`config.mk`:
```
export PLATFORM = sky130hd
export DESIGN_NAME = rfid_ram
export DESIGN_NICKNAME = d
export VERILOG_FILES = /design/src/rtl/rfid_ram.sv
export SDC_FILE = /design/constraint.sdc
export NUM_CORES = 1
export LEC_CHECK = 0
export ABC_AREA = 1
export BUFFER_PORTS_ARGS = -buffer_cell sky130_fd_sc_hd__buf_2
export CORE_MARGIN = 3
export CORE_UTILIZATION = 50
export CTS_BUF_LIST = sky130_fd_sc_hd__clkbuf_4
export DETAILED_ROUTE_END_ITERATION = 12
export GPL_TIMING_DRIVEN = 0
export PLACE_DENSITY = 0.74
export SLEW_MARGIN = 15
export SYNTH_ARGS = -nofsm -noshare
export SYNTH_HDL_FRONTEND = slang
export SYNTH_SLANG_ARGS = --single-unit
```
`constraint.sdc`:
```
create_clock -name i_clk -period 3.2 [get_ports i_clk]
set_input_delay 0.16 -clock i_clk [delete_from_list [all_inputs] [get_ports i_clk]]
set_output_delay 0.16 -clock i_clk [all_outputs]
set_load 0.005 [all_outputs]
```
`src/rtl/rfid_ram.sv`:
```
// Generic single-write, single-read RAM with registered read data.
module rfid_ram #(
    parameter int WIDTH = 8,
    parameter int DEPTH = 64,
    localparam int AW = (DEPTH > 1) ? $clog2(DEPTH) : 1
) (
    input  logic             i_clk,
    input  logic             i_we,
    input  logic [AW-1:0]    i_waddr,
    input  logic [WIDTH-1:0] i_wdata,
    input  logic [AW-1:0]    i_raddr,
    output logic [WIDTH-1:0] o_rdata
);

    logic [WIDTH-1:0] r_mem [DEPTH];
    logic [WIDTH-1:0] r_rdata;

    always_ff @(posedge i_clk) begin
        if (i_we) begin
            r_mem[i_waddr] <= i_wdata;
        end
        r_rdata <= r_mem[i_raddr];
    end

    assign o_rdata = r_rdata;

endmodule
```
==> run_results.csv, run 1 <==
group,metric,value,unit
clock_tree,clockBufferDepth,3,
synth,yosys.area.top_type,"edfxtp_1",
synth,synth-seq-cells,520,
global_routing,grt_pass1_wl,88.7,mm
global_routing,grt_pass1_vias,14300,
worst_hold_path,min_from,"i_waddr[5]",
placement,place_area,22200,µm²
setup_path,r2r_setup_slack,1.74,ns
timing,finalSetupTns,0,ns
drt,via_per_inst,5.81,
synth,synth_top_area_share,0.720,
placement,numPortBuffers,21,
setup_path,crit_type,"in2reg",
run_status,status,"finished, final reports clean",
finish,final_area,24000,µm²
drt,route.vias.total,15200,
finish,n_fill_cell,3410,
finish,fin_util,0.572,
setup_path,worstPathMaxFanout,9,
clock_tree,path_clk_slew,0.07,ns
synth,yosysSeqAreaShare,0.728,
clock_tree,insertion_delay,0.88,ns
timing,finClkSkew,0.0488,ns
pwr,vdd_drop_max,0.388,mV
finish,drive_above_1_share,0.157,
timing,final.period_utilization,0.779,
timing,tightest_slew,1.05,ns
clock_tree,htree_levels,4,
clock_tree,postCtsSetupBuffers,0,
drt,drt_pass1_iterations,6,
global_routing,antenna_found_initial,1,
global_routing,grt_overflow,0,
synth,syn_inst,1805,
setup_path,crit_path_start_kind,"input pin",
setup_path,worstPathRequired,3.67,ns
clock_tree,root_buffer,"clkbuf_4",
synth,syn_area,21300,µm²
pwr,leakage,8.90,nW
finish,area_growth,12.7,%
worst_hold_path,whs_path_depth,3,
worst_hold_path,hold_end,"r_mem[45][6]",
die,initial_core_util,0.508,
synth,syn-num-nets,1827,
drt,ant_nets,0,
timing,setup_viol,0,
drt,wl_per_cell,22.9,µm
die,die-width,213,µm
synth,yosys_warnings,0,
synth,syn_avg_cell_area,11.8,µm²
timing,maxSlewViolCount,0,
die,die_y,213,µm
synth,synth_cell_types,16,
clock_tree,cts_sinks,520,
clock_tree,cts_buffers,133,
run,maxCapViolations,0,
global_routing,grt_max_degree,65,
global_routing,grtUsageTotal,0.270,
timing,period_needed,2.49,ns
timing,holdWs,0.180,ns
clock_tree,cts_tree,"yes",
worst_hold_path,hold_class,"in2reg",
finish,nets,2006,
setup_path,r2r_end,"o_rdata[7]",
setup_path,end_kind,"flip-flop",
drt,route.detailed.drc,0,
setup_path,r2r_cells,8,
pwr,power_density,588,nW/µm²
placement,place_congestion,0.931,
timing,max-slew-margin-rel,0.299,
die,die_area,45200,µm²
timing,hold_viol_final,0,
die,num_rows,75,
setup_path,worst-endpoint-arrival,2.96,ns
setup_path,worstReg2RegStart,"r_mem[58][7]",
drt,wirelength,60.0,mm
drt,drt_iter0_markers,2140,
placement,detailed_place_hpwl,39.0,mm
synth,netlist_top_cells_area,"edfxtp_1 (72%), nand2_1 (11%), nand3_1 (10%)",
die,core_area,42000,µm²
timing,rsz0062_at_grt,"no",
timing,max_freq,401,MHz
die,ios,30,
==> cell usage in the layout (no fill, tap or decap) <==
cell type	instances
clkinvlp_4	1
clkinv_2	6
nand4_1	9
buf_6	35
nand2_1	648
bufinv_16	4
inv_2	4
dlygate4sd3_1	15
buf_2	52
clkbuf_1	15
inv_1	10
inv_6	1
diode_2	2
edfxtp_1	512
nand3_1	439
clkbuf_4	184
buf_8	2
buf_1	10
nor4_2	8
buf_4	28
clkinv_1	25
nor2_1	56
dfxtp_1	8
==> where the power goes <==
part / switching, W / internal (W) / total [W]
Combinational: 0.000739 / 0.000270 / 0.00101
Clock: 0.00260 / 0.00297 / 0.00557
Sequential: 0.0000139 / 0.00754 / 0.00755
==> critical path, stage by stage <==
cell and delay [ns]:
dlygate4sd3_1 0.55, clkbuf_1 0.25, inv_1 0.32, nand4_1 0.68
nor2_1 1.00
==> sequential cells by signal (all words and copies together), names as in the netlist <==
register,flops
o_rdata,8
r_mem,512
==> Yosys cell counts <==
| master | count |
|---|---|
| nand2_1 | 648 |
| edfxtp_1 | 512 |
| nand3_1 | 439 |
| nor2_1 | 56 |
| buf_2 | 37 |
| buf_6 | 35 |
| clkbuf_1 | 15 |
| buf_4 | 14 |
| buf_1 | 10 |
| inv_1 | 10 |
| nand4_1 | 9 |
| dfxtp_1 | 8 |
| nor4_1 | 8 |
| buf_8 | 2 |
| inv_2 | 1 |
| inv_6 | 1 |
==> cell type report <==
class	instances	area [µm²]	share of cell area
clock buffer	184	1380	0.0575
antenna	2	5.00	0.000208
timing repair buffer	44	330	0.0137
sequential	520	15500	0.646
tap	539	674	0.0280
inverter	12	50.0	0.00208
clock inverter	39	263	0.0109
buffer	113	808	0.0336
multi-input combinational	1160	5000	0.208
==> how the worst max path moves through the flow <==
stage | startpoint | to | slack, ns | depth (start not counted)
after floorplan | i_we | r_mem[48][0] | 1.27 | 3
after global placement | i_waddr[3] | r_mem[55][0] | 0.22 | 4
after detailed placement | i_waddr[0] | r_mem[26][5] | 0.59 | 4
after CTS | i_waddr[0] | r_mem[26][6] | 0.94 | 5
after global routing | i_waddr[0] | r_mem[10][1] | 0.77 | 5
final | i_waddr[0] | r_mem[26][6] | 0.71 | 5
==> kinds of logic (layout without fill, tap and decap cells) <==
| family | after synthesis | in the layout | share of synthesized area |
|---|---|---|---|
| and+or+nand+nor | 1160 | 1160 | 0.232 |
| other | 0 | 2 | 0 |
| DFF | 520 | 520 | 0.728 |
| buffers and inverters | 125 | 392 | 0.0402 |
==> stage by stage <==
| stage | total power, W | std cells | setup WS, ns |
|---|---|---|---|
| 2_1_floorplan | 0.00823 | 1805 | 1.27 |
| 3_3_place_gp | 0.00864 | 2365 | 0.219 |
| 3_5_place_dp | 0.00867 | 2373 | 0.586 |
| 4_1_cts | 0.0142 | 2610 | 0.942 |
| 5_1_grt | 0.0146 | 2612 | 0.770 |
| 6_report | 0.0141 | 2613 | 0.709 |
==> repair_timing <==
action	CTS	global route
hold endpoints to repair	477	64
hold buffers	14	1
gates resized for setup	0	0
==> metal layers <==
layer  wire length [µm]  vias to the layer above  GRT usage
met5                  0                        -          0
met4               2460                        0      0.122
met3               6540                      155     0.0645
met2              27100                      983      0.410
met1              23800                     7248      0.375
li1                   -                     6794          -
Power figures use the tool's default switching activity.
==> run 2, diff against run 1 <==
--- a/config.mk
+++ b/config.mk
@@ -12,7 +12,7 @@
 export CTS_BUF_LIST = sky130_fd_sc_hd__clkbuf_4
 export DETAILED_ROUTE_END_ITERATION = 12
 export GPL_TIMING_DRIVEN = 0
-export PLACE_DENSITY = 0.74
+export PLACE_DENSITY = 0.76
 export SLEW_MARGIN = 15
 export SYNTH_ARGS = -nofsm -noshare
 export SYNTH_HDL_FRONTEND = slang
==> constraint.sdc (replaced) <==
create_clock -name i_clk -period 2 [get_ports i_clk]
set_input_delay 0.1 -clock i_clk [delete_from_list [all_inputs] [get_ports i_clk]]
set_output_delay 0.1 -clock i_clk [all_outputs]
set_load 0.005 [all_outputs]
==> run 2 against run 1 <==
  * Worst hold slack worse by 0.11 ns
  * Combinational power up 61%
  * Via count up 0.58%
  * Core utilization about the same
  * Total power up 58%
  * The run now ends with negative setup slack left
  * Clock-buffer cell count down 2
  * Sequential share of layout area up 0.051 points
  * Register-to-register slack worse by 1.7 ns
  * Sequential cell count unchanged
  * First-iteration DRC count up 7.0%
  * Design area about the same
==> run_results.csv, run 2 (synthesized netlist as in run 1, its figures left out) <==
group,metric,value,unit
placement,pre_cts_ws,-0.444,ns
setup_path,worstPathRequired,2.44,ns
timing,max-slew-margin-rel,0.328,
setup_path,critPathSlowestCell,"nor2_1",
placement,numPortBuffers,21,
timing,period_needed,2.24,ns
finish,final_common_cell,"nand2_1",
setup_path,crit_path_start_kind,"input pin",
setup_path,r2r_cells,9,
clock_tree,clockBufferDepth,3,
finish,drive_above_1_share,0.160,
clock_tree,path_clk_slew,0.07,ns
drt,ant_nets,0,
pwr,p_seq_frac,0.541,
clock_tree,cts_buffers,132,
placement,place_congestion,1.03,
drt,wl_per_cell,23.2,µm
die,num_rows,75,
run_status,status,"finished with violations",
run_status,failed_checks,"negative setup slack",
global_routing,grt_max_degree,65,
clock_tree,cts_tree,"yes",
worst_hold_path,hold_class,"in2reg",
global_routing,antenna_found_initial,3,
clock_tree,cts_sinks,520,
timing,hold_viol_final,0,
timing,rsz0062_at_grt,"yes",
drt,route.vias.total,15300,
die,core_area,42000,µm²
pwr,clockPowerShare,0.386,
pwr,p_sw,0.00538,W
setup_path,cp.depth,5,
finish,nets,2009,
setup_path,worst-endpoint-arrival,2.68,ns
global_routing,grt_pass1_wl,88.9,mm
timing,worst_slack,-0.238,ns
pwr,vdd_drop_max,0.641,mV
drt,drt_iter0_markers,2289,
timing,tightest_slew,1.00,ns
clock_tree,htree_levels,4,
timing,final.period_utilization,1.12,
setup_path,worstPathMaxFanout,8,
finish,seq_area,15500,µm²
pwr,power_density,930,nW/µm²
pwr,p_int,0.0170,W
clock_tree,insertion_delay,0.83,ns
worst_hold_path,whs_path_depth,3,
timing,max_freq,447,MHz
setup_path,crit_path_cell_trace,"clkbuf_1, dlygate4sd3_1, inv_1, nand4_1, nor2_1",
die,die-width,213,µm
drt,route.detailed.drc,0,
finish,area_growth,12.6,%
pwr,pwr-share-comb,0.073,
die,die_area,45200,µm²
die,initial_core_util,0.508,
run,maxCapViolations,0,
clock_tree,postCtsSetupBuffers,0,
drt,wirelength,60.7,mm
timing,maxSlewViolCount,0,
timing,finClkSkew,0.0337,ns
die,die_y,213,µm
die,ios,30,
finish,top_register,"r_mem",
finish,largest_reg_flops,512,
setup_path,max_stage_delay,0.91,ns
finish,n_fill_cell,3468,
timing,setup_viol,103,
setup_path,crit_buf_inv,3,
global_routing,grtUsageTotal,0.270,
placement,place_area,22200,µm²
drt,drt_pass1_iterations,6,
pwr,swShare,0.241,
drt,via_per_inst,5.84,
setup_path,cp_top_family,"simple AND/OR/NAND/NOR gates",
placement,detailed_place_hpwl,39.9,mm
pwr,leakage,8.89,nW
finish,multi_input_area,5010,µm²
setup_path,crit_type,"in2reg",
finish,layout_common_cells,"nand2_1 (648), edfxtp_1 (512), nand3_1 (439)",
global_routing,grt_overflow,0,
pwr,power,0.0223,W
setup_path,end_kind,"flip-flop",
clock_tree,root_buffer,"clkbuf_4",
finish,final_area,24000,µm²
global_routing,grt_pass1_vias,14700,
-- run 2: timing repair --
action / in CTS / in global routing
resized for setup: 0 / 5
hold buffers: 18 / 1
hold endpoints to repair: 475 / 64
endpoints found under the setup margin: 0 / 116
-- run 2: final timing paths --
path / from / endpoint / slack (ns)
max: i_waddr[1] / r_mem[9][5] / -0.24
min: i_waddr[3] / r_mem[41][5] / 0.07
min reg2reg: r_mem[40][1] / o_rdata[1] / 0.87
max reg2reg: r_mem[25][0] / o_rdata[0] / 0.08
-- run 2: metal layers --
metal  track usage  wire, µm
met5             0         0
met4         0.109      1920
met3        0.0857      7630
met2         0.430     28600
met1         0.348     22500
-- run 2: area by class of cell --
type / instances / area share
Antenna cell: 2 / 0.000208
Buffer: 113 / 0.0336
Clock buffer: 182 / 0.0569
Clock inverter: 38 / 0.00859
Inverter: 12 / 0.00208
Multi-Input combinational cell: 1160 / 0.208
Sequential cell: 520 / 0.647
Tap cell: 539 / 0.0281
Timing Repair Buffer: 48 / 0.0154
-- run 2: power groups by stage --
stage                     combinational, W  clock, W  sequential [W]
after floorplan                   0.000848         0          0.0123
after global placement             0.00150         0          0.0123
after detailed placement           0.00154         0          0.0123
after CTS                          0.00158   0.00871          0.0121
after global routing               0.00173   0.00933          0.0121
final                              0.00163   0.00862          0.0121
-- run 2: tightest hold or removal path: cells and delay by family --
family                 cells  cell delay [ns]
AND/OR/NAND/NOR            2             0.47
buffers and inverters      1             0.15
-- run 2: metrics by stage --
step,instances,hold WS (ns),util,TNS (ns)
after CTS,2611,0.0548,0.571,0
after global placement,2365,0.478,0.526,-87.46
after global routing,2614,0.0342,0.571,-10.70
after floorplan,1805,0.199,-,0
final,2614,0.0688,0.571,-11.33
after detailed placement,2373,0.476,0.529,-135.65
